--- src/design/text_pre_token_splitter_top_assert.svh ---
// Assertion macros for the text pre-token splitter.
// Used by text_pre_token_splitter_top.sv; expects clk and rst in scope.
`ifndef TEXT_PRE_TOKEN_SPLITTER_TOP_ASSERT_SVH
`define TEXT_PRE_TOKEN_SPLITTER_TOP_ASSERT_SVH

// Same-cycle implication
`define TPS_ASSERT_NOW(lbl, ante, cons, msg) \
  lbl: assert property (@(posedge clk) disable iff (rst) (ante) |-> (cons)) else $error(msg);

// Next-cycle implication
`define TPS_ASSERT_NEXT(lbl, ante, cons, msg) \
  lbl: assert property (@(posedge clk) disable iff (rst) (ante) |=> (cons)) else $error(msg);

`endif

--- src/design/tps_pkg.sv ---
// Package for the text pre-token splitter: kind codes, hold codes,
// result word type and byte classification. No dependencies.
`default_nettype none

package tps_pkg;

  // Token kinds
  localparam logic [2:0] KIND_LETTERS = 3'd0;
  localparam logic [2:0] KIND_DIGITS  = 3'd1;
  localparam logic [2:0] KIND_SPACE   = 3'd2;
  localparam logic [2:0] KIND_CONTR   = 3'd3;
  localparam logic [2:0] KIND_OTHER   = 3'd4;
  localparam logic [2:0] KIND_NONE    = 3'd5;

  // Hold state codes
  localparam logic [1:0] HELD_NONE = 2'd0;
  localparam logic [1:0] HELD_APOS = 2'd1;
  localparam logic [1:0] HELD_PAIR = 2'd2;

  localparam logic [7:0] APOS = 8'h27;

  // One result word
  typedef struct packed {
    logic [7:0] out_byte;
    logic       token_start;
    logic [2:0] token_kind;
    logic       end_of_text;
    logic       run_last;
  } res_t;

  function automatic logic [2:0] classify(input logic [7:0] b);
    logic [2:0] k;
    k = KIND_OTHER;
    if ((b >= 8'h61 && b <= 8'h7a) || (b >= 8'h41 && b <= 8'h5a)) k = KIND_LETTERS;
    else if (b >= 8'hc2 && b <= 8'hc3) k = KIND_LETTERS;
    else if (b >= 8'h80 && b <= 8'hbf) k = KIND_LETTERS;
    else if (b >= 8'h30 && b <= 8'h39) k = KIND_DIGITS;
    else if (b == 8'h20 || b == 8'h09 || b == 8'h0a || b == 8'h0d) k = KIND_SPACE;
    return k;
  endfunction

  // Result word for a byte handled as a plain run/other byte
  function automatic res_t plain_res(input logic [7:0] b, input logic [2:0] open_k);
    res_t r;
    logic [2:0] k;
    k = classify(b);
    r.out_byte    = b;
    r.token_kind  = k;
    r.token_start = (k == KIND_OTHER) ? 1'b1 : (open_k != k);
    r.end_of_text = 1'b0;
    r.run_last    = 1'b0;
    return r;
  endfunction

  // Open run after a plain byte
  function automatic logic [2:0] plain_next(input logic [7:0] b);
    logic [2:0] k;
    k = classify(b);
    return (k == KIND_OTHER) ? KIND_NONE : k;
  endfunction

  function automatic res_t mk_res(input logic [7:0] b, input logic st, input logic [2:0] k);
    res_t r;
    r.out_byte    = b;
    r.token_start = st;
    r.token_kind  = k;
    r.end_of_text = 1'b0;
    r.run_last    = 1'b0;
    return r;
  endfunction

endpackage

`default_nettype wire

--- src/design/tps_ifs.sv ---
// Handshake interfaces for the splitter's input and result channels.
// Depends on nothing; carries valid, ready and the word's fields.
`default_nettype none

interface tps_in_if;
  logic       valid;
  logic       ready;
  logic [7:0] in_byte;
  logic       last;
  modport source (output valid, output in_byte, output last, input ready);
  modport sink   (input valid, input in_byte, input last, output ready);
endinterface

interface tps_out_if;
  logic       valid;
  logic       ready;
  logic [7:0] out_byte;
  logic       token_start;
  logic [2:0] token_kind;
  logic       end_of_text;
  logic       run_last;
  modport source (output valid, output out_byte, output token_start, output token_kind,
                  output end_of_text, output run_last, input ready);
  modport sink   (input valid, input out_byte, input token_start, input token_kind,
                  input end_of_text, input run_last, output ready);
endinterface

`default_nettype wire

--- src/design/text_pre_token_splitter_top.sv ---
// An accepted byte's first result word is registered and offered the next cycle.
// Throughput: one byte per cycle while each byte gives at most one word and the
// receiver is ready; a completed contraction gives two or three words, a broken hold
// one to three, which the single port drains one per ready cycle before the next lands.
// Reset (rst, synchronous): clears the hold, the open token and the result buffer.
// Depends on tps_pkg, tps_ifs.sv and text_pre_token_splitter_top_assert.svh.
`default_nettype none
`include "text_pre_token_splitter_top_assert.svh"

module text_pre_token_splitter_top (
  input wire logic  clk,
  input wire logic  rst,
  tps_in_if.sink    in_word,
  tps_out_if.source out_word
);
  import tps_pkg::*;

  // Splitter state
  logic [1:0] held_count;
  logic [7:0] held_letter;
  logic [2:0] open_kind;

  // Result buffer: grp[0] is the word on offer, cnt words remain
  res_t       grp [0:2];
  logic [1:0] cnt;

  logic [1:0] held_count_next;
  logic [7:0] held_letter_next;
  logic [2:0] open_kind_next;
  res_t       slots [0:2];
  logic [1:0] n;

  logic in_fire, out_fire;
  logic [7:0] b;
  logic       lst;
  logic [7:0] third;
  logic [2:0] ok;

  assign b        = in_word.in_byte;
  assign lst      = in_word.last;
  assign out_fire = out_word.valid && out_word.ready;
  assign in_fire  = in_word.valid && in_word.ready;

  assign in_word.ready = (cnt == 2'd0) || ((cnt == 2'd1) && out_word.ready);

  assign third = (held_letter == 8'h72 || held_letter == 8'h76) ? 8'h65 : 8'h6c;

  // Results and next state for the byte on the input
  always_comb begin
    ok               = open_kind;
    held_count_next  = HELD_NONE;
    held_letter_next = held_letter;
    n                = 2'd0;
    for (int i = 0; i < 3; i++) slots[i] = mk_res(8'h00, 1'b0, KIND_OTHER);

    case (held_count)
      HELD_NONE: begin
        if (b == APOS && !lst) begin
          held_count_next = HELD_APOS;
        end else begin
          slots[0] = plain_res(b, ok);
          ok       = plain_next(b);
          n        = 2'd1;
        end
      end
      HELD_APOS: begin
        if (b == 8'h73 || b == 8'h74 || b == 8'h6d || b == 8'h64) begin
          slots[0] = mk_res(APOS, 1'b1, KIND_CONTR);
          slots[1] = mk_res(b, 1'b0, KIND_CONTR);
          ok       = KIND_NONE;
          n        = 2'd2;
        end else if ((b == 8'h72 || b == 8'h76 || b == 8'h6c) && !lst) begin
          held_count_next  = HELD_PAIR;
          held_letter_next = b;
        end else begin
          slots[0] = mk_res(APOS, 1'b1, KIND_OTHER);
          ok       = KIND_NONE;
          n        = 2'd1;
          if (b == APOS && !lst) begin
            held_count_next = HELD_APOS;
          end else begin
            slots[1] = plain_res(b, ok);
            ok       = plain_next(b);
            n        = 2'd2;
          end
        end
      end
      HELD_PAIR: begin
        held_letter_next = 8'h00;
        if (b == third) begin
          slots[0] = mk_res(APOS, 1'b1, KIND_CONTR);
          slots[1] = mk_res(held_letter, 1'b0, KIND_CONTR);
          slots[2] = mk_res(b, 1'b0, KIND_CONTR);
          ok       = KIND_NONE;
          n        = 2'd3;
        end else begin
          slots[0] = mk_res(APOS, 1'b1, KIND_OTHER);
          slots[1] = plain_res(held_letter, KIND_NONE);
          ok       = plain_next(held_letter);
          n        = 2'd2;
          if (b == APOS && !lst) begin
            held_count_next = HELD_APOS;
          end else begin
            slots[2] = plain_res(b, ok);
            ok       = plain_next(b);
            n        = 2'd3;
          end
        end
      end
      default: begin
        held_count_next = HELD_NONE;
      end
    endcase

    // End of text flushes everything
    if (lst) begin
      held_count_next  = HELD_NONE;
      held_letter_next = 8'h00;
      ok               = KIND_NONE;
    end
    open_kind_next = ok;

    // Mark the final word of this byte
    for (int i = 0; i < 3; i++) begin
      slots[i].run_last    = (n == 2'(i + 1));
      slots[i].end_of_text = (n == 2'(i + 1)) && lst;
    end
  end

  // State and result buffer
  always_ff @(posedge clk) begin
    if (rst) begin
      held_count  <= HELD_NONE;
      held_letter <= 8'h00;
      open_kind   <= KIND_NONE;
      cnt         <= 2'd0;
    end else begin
      if (in_fire) begin
        held_count  <= held_count_next;
        held_letter <= held_letter_next;
        open_kind   <= open_kind_next;
        cnt         <= n;
      end else if (out_fire) begin
        cnt <= cnt - 2'd1;
      end
    end
  end

  always_ff @(posedge clk) begin
    if (in_fire) begin
      for (int i = 0; i < 3; i++) grp[i] <= slots[i];
    end else if (out_fire) begin
      grp[0] <= grp[1];
      grp[1] <= grp[2];
    end
  end

  // Result port
  assign out_word.valid       = (cnt != 2'd0);
  assign out_word.out_byte    = grp[0].out_byte;
  assign out_word.token_start = grp[0].token_start;
  assign out_word.token_kind  = grp[0].token_kind;
  assign out_word.end_of_text = grp[0].end_of_text;
  assign out_word.run_last    = grp[0].run_last;

  // Checks
  `TPS_ASSERT_NOW(a_pair_letter, held_count == HELD_PAIR, held_letter == 8'h72 || held_letter == 8'h76 || held_letter == 8'h6c, "held letter is not r, v or l")
  `TPS_ASSERT_NOW(a_run_last_cnt, out_word.valid, out_word.run_last == (cnt == 2'd1), "run_last out of step with buffer count")
  `TPS_ASSERT_NOW(a_eot_is_run_last, out_word.valid && out_word.end_of_text, out_word.run_last, "end_of_text on a word that is not the last of its byte")
  `TPS_ASSERT_NEXT(a_last_flush, in_fire && in_word.last, held_count == HELD_NONE && open_kind == KIND_NONE && cnt != 2'd0, "last byte left state behind")
  `TPS_ASSERT_NOW(a_hold_code, 1'b1, held_count != 2'd3, "hold count out of range")

endmodule

`default_nettype wire

--- src/flat_wrapper.sv ---
// flat-port wrapper written by rule: the top's interface ports become plain ports
module text_pre_token_splitter_top_flat import tps_pkg::*;
  (clk, rst, in_word_valid, in_word_in_byte, in_word_last, in_word_ready, out_word_valid, out_word_out_byte, out_word_token_start, out_word_token_kind, out_word_end_of_text, out_word_run_last, out_word_ready);
  tps_in_if in_word_i ();
  tps_out_if out_word_i ();
  input wire logic clk;
  input wire logic rst;
  input wire logic [$bits(in_word_i.valid)-1:0] in_word_valid;
  input wire logic [$bits(in_word_i.in_byte)-1:0] in_word_in_byte;
  input wire logic [$bits(in_word_i.last)-1:0] in_word_last;
  output wire logic [$bits(in_word_i.ready)-1:0] in_word_ready;
  output wire logic [$bits(out_word_i.valid)-1:0] out_word_valid;
  output wire logic [$bits(out_word_i.out_byte)-1:0] out_word_out_byte;
  output wire logic [$bits(out_word_i.token_start)-1:0] out_word_token_start;
  output wire logic [$bits(out_word_i.token_kind)-1:0] out_word_token_kind;
  output wire logic [$bits(out_word_i.end_of_text)-1:0] out_word_end_of_text;
  output wire logic [$bits(out_word_i.run_last)-1:0] out_word_run_last;
  input wire logic [$bits(out_word_i.ready)-1:0] out_word_ready;
  assign in_word_i.valid = in_word_valid;
  assign in_word_i.in_byte = in_word_in_byte;
  assign in_word_i.last = in_word_last;
  assign in_word_ready = in_word_i.ready;
  assign out_word_valid = out_word_i.valid;
  assign out_word_out_byte = out_word_i.out_byte;
  assign out_word_token_start = out_word_i.token_start;
  assign out_word_token_kind = out_word_i.token_kind;
  assign out_word_end_of_text = out_word_i.end_of_text;
  assign out_word_run_last = out_word_i.run_last;
  assign out_word_i.ready = out_word_ready;
  text_pre_token_splitter_top u_core (.clk(clk), .rst(rst), .in_word(in_word_i), .out_word(out_word_i));
endmodule
--- config.mk ---
export PLATFORM = sky130hd
export DESIGN_NAME = text_pre_token_splitter_top_flat
export DESIGN_NICKNAME = d
export VERILOG_FILES = /design/src/design/tps_pkg.sv /design/src/design/tps_ifs.sv /design/src/design/text_pre_token_splitter_top.sv /design/src/flat_wrapper.sv
export VERILOG_INCLUDE_DIRS = /design/src /design/src/design
export SDC_FILE = /design/constraint.sdc
export NUM_CORES = 1
export LEC_CHECK = 0
export BUFFER_PORTS_ARGS = -buffer_cell sky130_fd_sc_hd__buf_2
export CORE_MARGIN = 4
export CORE_UTILIZATION = 60
export DETAILED_ROUTE_END_ITERATION = 10
export PLACE_DENSITY = 0.84
export SLEW_MARGIN = 10
export SYNTH_ARGS = -nofsm -noshare
export SYNTH_HDL_FRONTEND = slang
export SYNTH_SLANG_ARGS = --single-unit
--- constraint.sdc ---
create_clock -name clk -period 2.4 [get_ports clk]
set_input_delay 0 -clock clk [delete_from_list [all_inputs] [get_ports clk]]
set_output_delay 0 -clock clk [all_outputs]
set_load 0.02 [all_outputs]
==> impl_metrics.py <==
metrics = {
    "synth": {
        "yosysWarningCount": 0,
        "synth.area.top_cells": "edfxtp_1, dfxtp_1, nand2_1",
        "synth.top_cell.area_share": 0.377,
        "synth_seq_area_share": 0.466,
        "synth_seq_cells": 57,
        "async_flop_share": 0,
        "synth.net_count": 358,
        "avgSynthCellArea_um2": 9.88,
        "synth_commonest_cells": "edfxtp_1, nand2_1, a21oi_1, nor2_1, o21ai_0",
        "synth-edff-count": 42,
        "synth_area_um2": 3350,
        "yosysMostFrequentCell": "edfxtp_1",
        "synth_ff_type": "edfxtp_1",
        "synth_cell_type_count": 71,
        "yosysTopAreaCell": "edfxtp_1",
        "synthCells": 339,
    },
    "route": {
        "drtIter0Drc": 427,
        "ant_nets": 0,
        "firstDrtPassIters": 5,
        "vias": 2807,
        "post_drt_wl_per_cell_um": 17.9,
        "drc": 0,
        "drt_wl_total_mm": 7.73,
        "via_per_inst": 6.48,
    },
    "timing": {
        "finalMaxSlewViolations": 0,
        "fmax_ghz": 0.476,
        "period_share": 0.874,
        "setup_ws_ps": 301,
        "worst_hold_slack_ps": 52.2,
        "rsz0062_at_grt": "no",
        "period_needed_ps": 2100,
        "slew-limit-headroom": 0.547,
        "finalHoldViolCount": 0,
        "setup_tns_ps": 0,
        "finClkSkew_ps": 8.15,
        "tightest_slew_ps": 673,
        "setup_violations": 0,
    },
    "layout": {
        "drive_gt1_frac": 0.190,
        "fin_nets": 377,
        "fin_util": 0.705,
        "syn_to_final_growth_pct": 11.0,
        "n_antenna_cell": 0,
        "fillers": 404,
    },
    "worst_setup_path": {
        "critPathTopFamily": "compound AO/OA/AOI/OAI gates",
        "cp.buffers_inverters": 0,
        "path_cells": "and4bb_1 -> nor4bb_1 -> o2111ai_2 -> o22ai_2 -> a21oi_1 -> o31ai_2",
        "end_kind": "register",
        "critPathKind": "register to register",
        "critPathMaxStageDelay_ps": 500,
        "cpMaxStageDelayCell": "dfxtp_1",
        "crit_path_start_kind": "register",
        "path_max_fanout": 9,
        "critPathRequiredTime_ps": 2570,
        "cp.arrival_ps": 2270,
    },
    "power": {
        "pwr-share-clk": 0.355,
        "p_int_w": 0.00217,
        "switchingPower_w": 0.000867,
        "p_per_area_nw_per_um2": 816,
        "swShare": 0.286,
        "p_comb_frac": 0.204,
        "power_frac_seq": 0.441,
        "peakVddDrop_mv": 0.535,
        "cellLeakagePower_nw": 1.36,
    },
    "clocking": {
        "clkLatencyLatePin_ps": 340,
        "cts_made_buffers": 9,
        "clk_pin_slew_ps": 60,
        "clk_path_buf_depth": 2,
        "cts_tree": "built",
        "cts.sinks": 57,
        "postCtsSetupBuffers": 0,
        "cts_max_level": 3,
        "cts_root_buffer": "clkbuf_8",
    },
    "grt": {
        "grt_first_pass_wirelength_mm": 12.6,
        "grt_pass1_vias": 2518,
        "gr-total-overflow": 0,
        "track_usage": 0.250,
        "grt_max_degree": 34,
        "antenna_found_initial": 0,
    },
    "run": {
        "drv_cap": 0,
    },
    "floorplan": {
        "rows": 26,
        "io_pins": 29,
        "start_util": 0.635,
        "coreArea_um2": 5270,
        "die_y_um": 82.7,
        "dieWidth_um": 82.7,
        "die_area_um2": 6840,
    },
    "place": {
        "place_congestion": 0.980,
        "dp_hpwl_mm": 5.31,
        "pre_cts_ws_ps": 347,
        "io_buffers": 28,
    },
    "min_path": {
        "worstHoldPathType": "input port to register",
    },
    "status": {
        "status": "finished, final reports clean",
    },
}
[layer usage]
metal | vias up | global-route usage | part of all wire
met1 | 1322 | 0.354 | 0.44
met2 | 158 | 0.355 | 0.45
met5 | - | 0 | 0
li1 | 1303 | - | -
met3 | 24 | 0.0759 | 0.090
met4 | 0 | 0.101 | 0.022
[worst paths after layout]
check,from,end,slack [ps],cells after the start
hold / removal,in_word_in_byte[2],u_core.held_letter[2]$_SDFFE_PP0P_,50,3
setup / recovery,u_core.held_letter[1]$_SDFFE_PP0P_,u_core.grp[0][3]$_DFFE_PP_,300,6
setup reg to reg,u_core.held_letter[1]$_SDFFE_PP0P_,u_core.grp[0][3]$_DFFE_PP_,300,6
hold reg to reg,u_core.open_kind[2]$_SDFFE_PP1P_,u_core.open_kind[2]$_SDFFE_PP1P_,520,1
[power by group through the flow]
stage                     sequential [W]  clock (W)  combinational, W
final                            0.00134    0.00108          0.000619
after global routing             0.00136    0.00114          0.000683
after global placement           0.00135          0          0.000600
after floorplan                  0.00136          0          0.000483
after CTS                        0.00134    0.00109          0.000620
after detailed placement         0.00136          0          0.000613
[worst reg2reg max path: stages (launching register included)]
cell and delay [ps]:
dfxtp_1 500, and4bb_1 260, nor4bb_1 280, o2111ai_2 230, o22ai_2 360, a21oi_1 110
o31ai_2 180
[metrics by stage]
step	area (µm²)	instances	power, W
global placement	3470	416	0.00195
floorplan	3350	339	0.00184
CTS	3720	433	0.00305
detailed placement	3470	416	0.00197
finish	3720	433	0.00303
global route	3720	433	0.00318
[layout make-up]
type | instances | area (µm²) | area share
clock inverter | 6 | 106 | 0.0286
multi-input combinational | 234 | 1550 | 0.416
clock buffer | 10 | 128 | 0.0343
timing repair buffer | 39 | 225 | 0.0606
sequential | 57 | 1560 | 0.420
tap | 70 | 87.6 | 0.0236
inverter | 17 | 63.8 | 0.0172
[timing repair]
item	CTS	global route
hold buffers	1	0
setup endpoints to repair	0	0
hold endpoints to repair	8	0
resized for setup	0	0
[sequential cells by signal, indices dropped and copies added, names as in the netlist]
name                cells
u_core.cnt              2
u_core.grp             42
u_core.held_count       2
u_core.held_letter      8
u_core.open_kind        3
[kinds of logic after synthesis]
kind of cell,after synthesis,synth area share
AOI/OAI and AO/OA,106,0.233
DFF,57,0.466
muxes,2,0.00598
adders and majority gates,6,0.0224
and+or+nand+nor,118,0.195
xor gates and xnor gates,2,0.00523
buffers and inverters,48,0.0721
[cell usage in the layout, fill, tap and decap left out, types with 4 or more instances in the layout]
master,count
a21oi_1,22
a221o_1,4
a22oi_1,11
and2_1,8
and3_1,7
buf_2,28
buf_4,10
clkbuf_8,9
dfxtp_1,15
edfxtp_1,42
ha_1,6
inv_1,17
nand2_1,37
nand3_1,5
nand4b_1,4
nor2_1,21
nor2b_1,5
nor3_1,7
o211ai_1,4
o21ai_0,18
o21ai_1,5
o31ai_1,5
No activity file was read; power rests on OpenSTA's default activity.
